### src/hw/rtl/atsc_pkg.sv
`default_nettype none
// ----------------------------------------------------------------------------
// Alarm time setting controller package
// Shared types and constants: commands, setting modes, periods, result layout.
// ----------------------------------------------------------------------------
package atsc_pkg;

   localparam int unsigned CmdWidth    = 3;
   localparam int unsigned HourWidth   = 5;
   localparam int unsigned MinuteWidth = 6;
   localparam int unsigned AlarmHourW  = 4;
   localparam int unsigned PeriodWidth = 2;
   localparam int unsigned ReqDataW    = 16;
   localparam int unsigned RspDataW    = 24;

   localparam logic [AlarmHourW-1:0]  HourLast   = 4'd11;
   localparam logic [MinuteWidth-1:0] MinuteLast = 6'd59;
   localparam logic [HourWidth-1:0]   HalfDay    = 5'd12;

   typedef enum logic [CmdWidth-1:0] {
      CMD_CHECK      = 3'd0,
      CMD_LIGHT_DOWN = 3'd1,
      CMD_ALARM_DOWN = 3'd2,
      CMD_ALARM_UP   = 3'd3,
      CMD_ALARM_LONG = 3'd4,
      CMD_ACTIVATE   = 3'd5
   } cmd_type;

   typedef enum logic [1:0] {
      MODE_NONE   = 2'd0,
      MODE_HOUR   = 2'd1,
      MODE_MINUTE = 2'd2,
      MODE_PERIOD = 2'd3
   } mode_type;

   localparam logic [PeriodWidth-1:0] PERIOD_BOTH = 2'd0;
   localparam logic [PeriodWidth-1:0] PERIOD_AM   = 2'd1;
   localparam logic [PeriodWidth-1:0] PERIOD_PM   = 2'd2;

   // first member sits in the top bits, so mode_now lands at bit 0
   typedef struct packed {
      logic                   fast_tick;
      logic                   beep_request;
      logic                   led_request;
      logic                   alarm_match;
      logic                   alarm_enabled;
      logic [PeriodWidth-1:0] period_set;
      logic [MinuteWidth-1:0] minute_set;
      logic [AlarmHourW-1:0]  hour_set;
      logic [1:0]             mode_now;
   } rsp_fields_type;

endpackage
`default_nettype wire

### src/hw/rtl/alarm_time_setting_controller.sv
`default_nettype none
// ----------------------------------------------------------------------------
// Alarm time setting controller
// Setting-mode state machine, alarm time registers and time-match check.
// ----------------------------------------------------------------------------
// Items pass through the input register and then the result register on their
// way to rsp_tvalid. Throughput: one item per cycle while rsp_tready does not
// stall the result register; state update and result are combinational between.
// Reset (synchronous, active high) clears mode, alarm time, period and the
// on flag, empties both registers and sets button sound enable to 1.
module alarm_time_setting_controller (
   input  wire logic        clock,
   input  wire logic        reset,
   // req_tdata: now_hour[4:0], now_minute[10:5], zero fill
   input  wire logic        req_tvalid,
   output logic             req_tready,
   input  wire logic [15:0] req_tdata,
   // req_tuser: command[2:0]
   input  wire logic [2:0]  req_tuser,
   // rsp_tdata: mode_now[1:0], hour_set[5:2], minute_set[11:6], period_set[13:12],
   // alarm_enabled[14], alarm_match[15], led_request[16], beep_request[17],
   // fast_tick[18], zero fill
   output logic             rsp_tvalid,
   input  wire logic        rsp_tready,
   output logic [23:0]      rsp_tdata,
   input  wire logic        csr_valid,
   output logic             csr_ready,
   input  wire logic        csr_data
);

   // input register
   logic                                  in_valid_ff;
   atsc_pkg::cmd_type                     in_cmd_ff;
   logic [atsc_pkg::HourWidth-1:0]        in_hour_ff;
   logic [atsc_pkg::MinuteWidth-1:0]      in_minute_ff;

   // block state
   atsc_pkg::mode_type                    mode_ff, mode_in;
   logic [atsc_pkg::AlarmHourW-1:0]       hour_ff, hour_in;
   logic [atsc_pkg::MinuteWidth-1:0]      minute_ff, minute_in;
   logic [atsc_pkg::PeriodWidth-1:0]      period_ff, period_in;
   logic                                  on_ff, on_in;
   logic                                  sound_ff;

   // result register
   logic                                  rsp_valid_ff;
   atsc_pkg::rsp_fields_type              rsp_ff, rsp_in;

   logic advance;
   logic fire;
   logic match, led, beep;
   logic am_hit, pm_hit;

   assign advance    = !rsp_valid_ff || rsp_tready;
   assign fire       = in_valid_ff && advance;
   assign req_tready = !in_valid_ff || advance;
   assign csr_ready  = 1'b1;
   assign rsp_tvalid = rsp_valid_ff;
   assign rsp_tdata  = {5'b0, rsp_ff};

   always_ff @(posedge clock) begin
      if (reset) begin
         in_valid_ff <= 1'b0;
      end else if (req_tready) begin
         in_valid_ff <= req_tvalid;
      end
      if (req_tready && req_tvalid) begin
         in_cmd_ff    <= atsc_pkg::cmd_type'(req_tuser);
         in_hour_ff   <= req_tdata[4:0];
         in_minute_ff <= req_tdata[10:5];
      end
   end

   always_ff @(posedge clock) begin
      if (reset) begin
         sound_ff <= 1'b1;
      end else if (csr_valid && csr_ready) begin
         sound_ff <= csr_data;
      end
   end

   // next setting mode
   always_comb begin
      mode_in = mode_ff;
      case (in_cmd_ff)
         atsc_pkg::CMD_LIGHT_DOWN: begin
            case (mode_ff)
               atsc_pkg::MODE_HOUR:   mode_in = atsc_pkg::MODE_MINUTE;
               atsc_pkg::MODE_MINUTE: mode_in = atsc_pkg::MODE_PERIOD;
               atsc_pkg::MODE_PERIOD: mode_in = atsc_pkg::MODE_NONE;
               default:               mode_in = mode_ff;
            endcase
         end
         atsc_pkg::CMD_ALARM_LONG: begin
            if (mode_ff == atsc_pkg::MODE_NONE) begin
               mode_in = atsc_pkg::MODE_HOUR;
            end
         end
         atsc_pkg::CMD_ACTIVATE: mode_in = atsc_pkg::MODE_NONE;
         default:                mode_in = mode_ff;
      endcase
   end

   // alarm fields and request flags
   always_comb begin
      hour_in   = hour_ff;
      minute_in = minute_ff;
      period_in = period_ff;
      on_in     = on_ff;
      match     = 1'b0;
      led       = 1'b0;
      beep      = 1'b0;
      am_hit    = (period_ff != atsc_pkg::PERIOD_PM) &&
                  ({1'b0, hour_ff} == in_hour_ff);
      pm_hit    = (period_ff != atsc_pkg::PERIOD_AM) &&
                  (({1'b0, hour_ff} + atsc_pkg::HalfDay) == in_hour_ff);
      case (in_cmd_ff)
         atsc_pkg::CMD_CHECK: begin
            match = on_ff && (minute_ff == in_minute_ff) && (am_hit || pm_hit);
         end
         atsc_pkg::CMD_LIGHT_DOWN: begin
            case (mode_ff)
               atsc_pkg::MODE_NONE: led = 1'b1;
               atsc_pkg::MODE_PERIOD: begin
                  beep  = sound_ff;
                  on_in = 1'b1;
               end
               default: led = 1'b0;
            endcase
         end
         atsc_pkg::CMD_ALARM_DOWN: begin
            case (mode_ff)
               atsc_pkg::MODE_HOUR: begin
                  hour_in = (hour_ff >= atsc_pkg::HourLast) ? '0 : hour_ff + 1'b1;
               end
               atsc_pkg::MODE_MINUTE: begin
                  minute_in = (minute_ff >= atsc_pkg::MinuteLast) ? '0
                                                                 : minute_ff + 1'b1;
               end
               atsc_pkg::MODE_PERIOD: begin
                  period_in = (period_ff >= atsc_pkg::PERIOD_PM) ? atsc_pkg::PERIOD_BOTH
                                                                 : period_ff + 1'b1;
               end
               default: hour_in = hour_ff;
            endcase
         end
         atsc_pkg::CMD_ALARM_UP: begin
            if (mode_ff == atsc_pkg::MODE_NONE) begin
               on_in = !on_ff;
            end
         end
         atsc_pkg::CMD_ALARM_LONG: begin
            if (mode_ff == atsc_pkg::MODE_NONE) begin
               beep = sound_ff;
            end
         end
         default: match = 1'b0;
      endcase

      rsp_in.mode_now      = mode_in;
      rsp_in.hour_set      = hour_in;
      rsp_in.minute_set    = minute_in;
      rsp_in.period_set    = period_in;
      rsp_in.alarm_enabled = on_in;
      rsp_in.alarm_match   = match;
      rsp_in.led_request   = led;
      rsp_in.beep_request  = beep;
      rsp_in.fast_tick     = (mode_in != atsc_pkg::MODE_NONE);
   end

   always_ff @(posedge clock) begin
      if (reset) begin
         mode_ff   <= atsc_pkg::MODE_NONE;
         hour_ff   <= '0;
         minute_ff <= '0;
         period_ff <= atsc_pkg::PERIOD_BOTH;
         on_ff     <= 1'b0;
      end else if (fire) begin
         mode_ff   <= mode_in;
         hour_ff   <= hour_in;
         minute_ff <= minute_in;
         period_ff <= period_in;
         on_ff     <= on_in;
      end
   end

   always_ff @(posedge clock) begin
      if (reset) begin
         rsp_valid_ff <= 1'b0;
      end else if (advance) begin
         rsp_valid_ff <= in_valid_ff;
      end
      if (fire) begin
         rsp_ff <= rsp_in;
      end
   end

endmodule
`default_nettype wire

### config.mk
export PLATFORM = sky130hd
export DESIGN_NAME = alarm_time_setting_controller
export DESIGN_NICKNAME = d
export VERILOG_FILES = /design/src/hw/rtl/atsc_pkg.sv /design/src/hw/rtl/alarm_time_setting_controller.sv
export SDC_FILE = /design/constraint.sdc
export NUM_CORES = 1
export LEC_CHECK = 0
export ABC_AREA = 1
export BUFFER_PORTS_ARGS = -buffer_cell sky130_fd_sc_hd__buf_2
export CAP_MARGIN = 10
export CORE_UTILIZATION = 54
export DETAILED_ROUTE_END_ITERATION = 8
export PLACE_DENSITY = 0.79
export SYNTH_ARGS = -nofsm -noshare
export SYNTH_HDL_FRONTEND = slang
export SYNTH_SLANG_ARGS = --single-unit
### constraint.sdc
create_clock -name clock -period 2.14 [get_ports clock]
set_clock_uncertainty 0.05 [all_clocks]
set_input_delay 0.214 -clock clock [delete_from_list [all_inputs] [get_ports clock]]
set_output_delay 0.214 -clock clock [all_outputs]
set_load 0.01 [all_outputs]
==> flow_metrics.tcl <==
set metrics [dict create \
    grt_overflow 0 \
    fp.dieArea_um2 4865 \
    syn_to_final_growth_pct 12.77 \
    drt_wl_total_um 4294 \
    postCtsSetupRepairBufs 0 \
    multi_input_area_um2 894.6 \
    drive_gt1_share_pct 16.56 \
    rr_endpoint "rsp_tdata[10]" \
    coreArea_um2 4384 \
    endpoint_kind "register" \
    cp_num_buf_inv 2 \
    fin_util_pct 63.76 \
    ff_latch_area_um2 1351 \
    slew_violations 0 \
    critPathRequiredTime_ns 2.15 \
    dr.pass1.iters 4 \
    hpwl_um 3101 \
    worst_setup_path_start_kind "register" \
    outcome "complete, no violations" \
    synth_edf_count 33 \
    grt-busiest-layer "met2" \
    yosys_warnings 0 \
    crit_chain "ha_1 -> inv_1 -> nor2_2 -> nand2_1 -> nand3_1 -> inv_1" \
    avgSynthCellArea_um2 8.981 \
    routedWlPerCell_um 11.54 \
    finalCriticalPeriod_ns 1.701 \
    start_util_pct 56.54 \
    cts_resized 0 \
    crit_type "register to register" \
    vias 1866 \
    r2r_slack_ns 0.44 \
    max_cap_viol_count 0 \
    cts_buffers 5 \
    die_w_um 69.75 \
    timing.fmax_ghz 0.5880 \
    vdd_drop_max_uv 405.4 \
    grt_util_met3_pct 4.506 \
    ys_seq_area_share_pct 54.52 \
    ant_nets 0 \
    antennaDiodeCount 0 \
    crit_path_max_incr_delay_ns 0.45 \
    drc 0 \
    root_buffer "clkbuf_8" \
    holdCritStartpoint "req_tuser[1]" \
    leakage_nw 1.299 \
    min_to "in_cmd_ff[1]" \
    grt_pass1_vias 1690 \
    p_per_area_nw_per_um2 687.5 \
    grt_pass1_wl_um 7314 \
    grtUsageMet2_pct 31.39 \
    finalSetupTns_ns 0 \
    rows 24 \
    final.fill_count 358 \
    synthFlopType "edfxtp_1" \
    cts_tree "yes" \
    rsz0062_at_grt "no" \
    setup_viol 0 \
    grt_usage_pct 19.26 \
    htree_num_levels 2 \
    max-clock-path-buffers 2 \
    grtUsageMet1_pct 24.74 \
    drt_iter0_markers 146 \
    yosys-top-cells-area "edfxtp_1, dfxtp_1, inv_1, nand2_1, ha_1" \
    ys_types 25 \
    cp_top_family "simple AND/OR/NAND/NOR gates" \
    pin_count 52 \
    cts_num_sinks 51 \
    fp.dieH_um 69.75 \
    async_flop_share_pct 0 \
    hold_violations 0 \
    critPathMaxFanout 7 \
    fin_crit_sh_pct 79.47 \
    cp_slowest_cell "dfxtp_1" \
    reg2reg_from "mode_ff[1]" \
    syn_inst 276 \
    nets 354 \
    syn-cell-area_um2 2479 \
    port_buffers 40 \
    crit_path_frequent_cell "inv_1" \
    grt_max_degree 27 \
    holdPathStages 1 \
    clk_latency_ns 0.30 \
    synth_top_area_cell "edfxtp_1" \
    path_clk_slew_ns 0.09 \
    ys_ff_latch 51 \
    synth_top_area_share_pct 39.98 \
    routed_via_density 5.016 \
    ctsHoldBuffers 0 \
    hp-class "input pin to register" \
    reg2reg_depth 6 \
    grt_antenna_before_repair 0 \
    worstPathArrival_ns 1.71 \
    gp_congestion 0.8506 \
    worst-slew-pin-transition_ns 0.5494 \
    relSlewSlack_pct 63.34 \
]
==> cell usage after synthesis, types with 2 or more instances <==
library cell and number:
clkbuf_1 2, nor2_1 20, nand3_1 22, edfxtp_1 33, o211ai_1 2, o21ai_0 21, inv_1 46, o21ai_1 4
nor3_1 2, conb_1 2, nand4_1 6, or2_2 2, buf_4 7, dfxtp_1 18, ha_1 10, nand2_1 46
a21oi_1 19, nor2_2 2, xor2_1 4, xnor2_1 3
==> per-layer routing <==
layer	share of wire [%]	wire, um
met1	47	1999
met2	46	1989
met3	5.6	240
met4	1.5	65
met5	0	0
==> final cells by class <==
type,count,area share (%)
flip-flops and latches,51,48.34
multi-input cells,172,32.01
repair buffers,42,8.147
inverters,47,6.312
clock buffers,8,2.865
well taps,52,2.328
==> registers in the layout (all words and copies together), names as in the netlist <==
register and cells:
rsp_tdata 19, in_minute_ff 6, minute_ff 6, in_hour_ff 5, hour_ff 4, in_cmd_ff 3
mode_ff 2, period_ff 2, in_valid_ff 1, on_ff 1, rsp_tvalid 1, sound_ff 1
==> power by group <==
| group | leakage (nW) | switching, W | total, W | internal (W) |
|---|---|---|---|---|
| Combinational | 0.793 | 0.000148 | 0.000243 | 0.0000946 |
| Clock | 0.0395 | 0.000291 | 0.000524 | 0.000233 |
| Sequential | 0.466 | 0.0000412 | 0.00116 | 0.00111 |
| Total | 1.30 | 0.000480 | 0.00192 | 0.00144 |
==> placed cells by master, fill, tap and decap left out <==
master	netlist	routed
nor2_1	20	20
buf_2	0	40
nor2_2	2	2
inv_1	46	46
clkbuf_1	2	3
xor2_1	4	4
nand2_2	1	1
nand3_1	22	22
nand3b_1	1	1
o21ai_1	4	4
nand4_1	6	6
buf_12	0	1
a21oi_1	19	19
o21ai_0	21	21
buf_4	7	1
or2_1	1	1
clkbuf_8	0	5
ha_1	10	10
o211ai_1	2	2
nor3_1	2	2
dfxtp_1	18	18
edfxtp_1	33	33
xnor2_1	3	3
nand2_1	46	46
or2_2	2	2
inv_2	1	1
conb_1	2	6
==> cells by family (layout without fill, tap and decap cells) <==
kind of cell | after synthesis | count (layout) | synth area share [%]
AND/OR/NAND/NOR | 103 | 103 | 18.17
buffers and inverters | 57 | 97 | 9.995
flip-flops | 51 | 51 | 54.52
AO/OA/AOI/OAI | 46 | 46 | 9.490
adder cells (fa/ha/maj) | 10 | 10 | 5.048
XOR/XNOR | 7 | 7 | 2.474
other | 2 | 6 | 0.3030
==> worst max path at each step <==
stage,startpoint,end,slack [ns],cells after the start
after CTS,mode_ff[1],rsp_tdata[10],0.44,6
final,mode_ff[1],rsp_tdata[10],0.44,6
after global placement,mode_ff[0],rsp_tdata[9],0.49,7
after detailed placement,mode_ff[1],rsp_tdata[10],0.46,6
after global routing,mode_ff[0],rsp_tdata[9],0.27,7
after floorplan,mode_ff[0],rsp_tdata[8],0.65,7
==> per-stage QoR <==
stage                     instance area [um^2]  hold slack (ns)  setup WS (ns)  power [W]  std cells
after floorplan                           2494           0.2629         0.6478   0.001346        280
after global placement                    2715           0.3404         0.4913   0.001411        364
after detailed placement                  2715           0.3421         0.4637   0.001420        364
after CTS                                 2795          0.02588         0.4404   0.001937        372
after global routing                      2795          0.02023         0.2681   0.002010        372
final                                     2795          0.02981         0.4394   0.001922        372
Power figures use the tool's default switching activity.
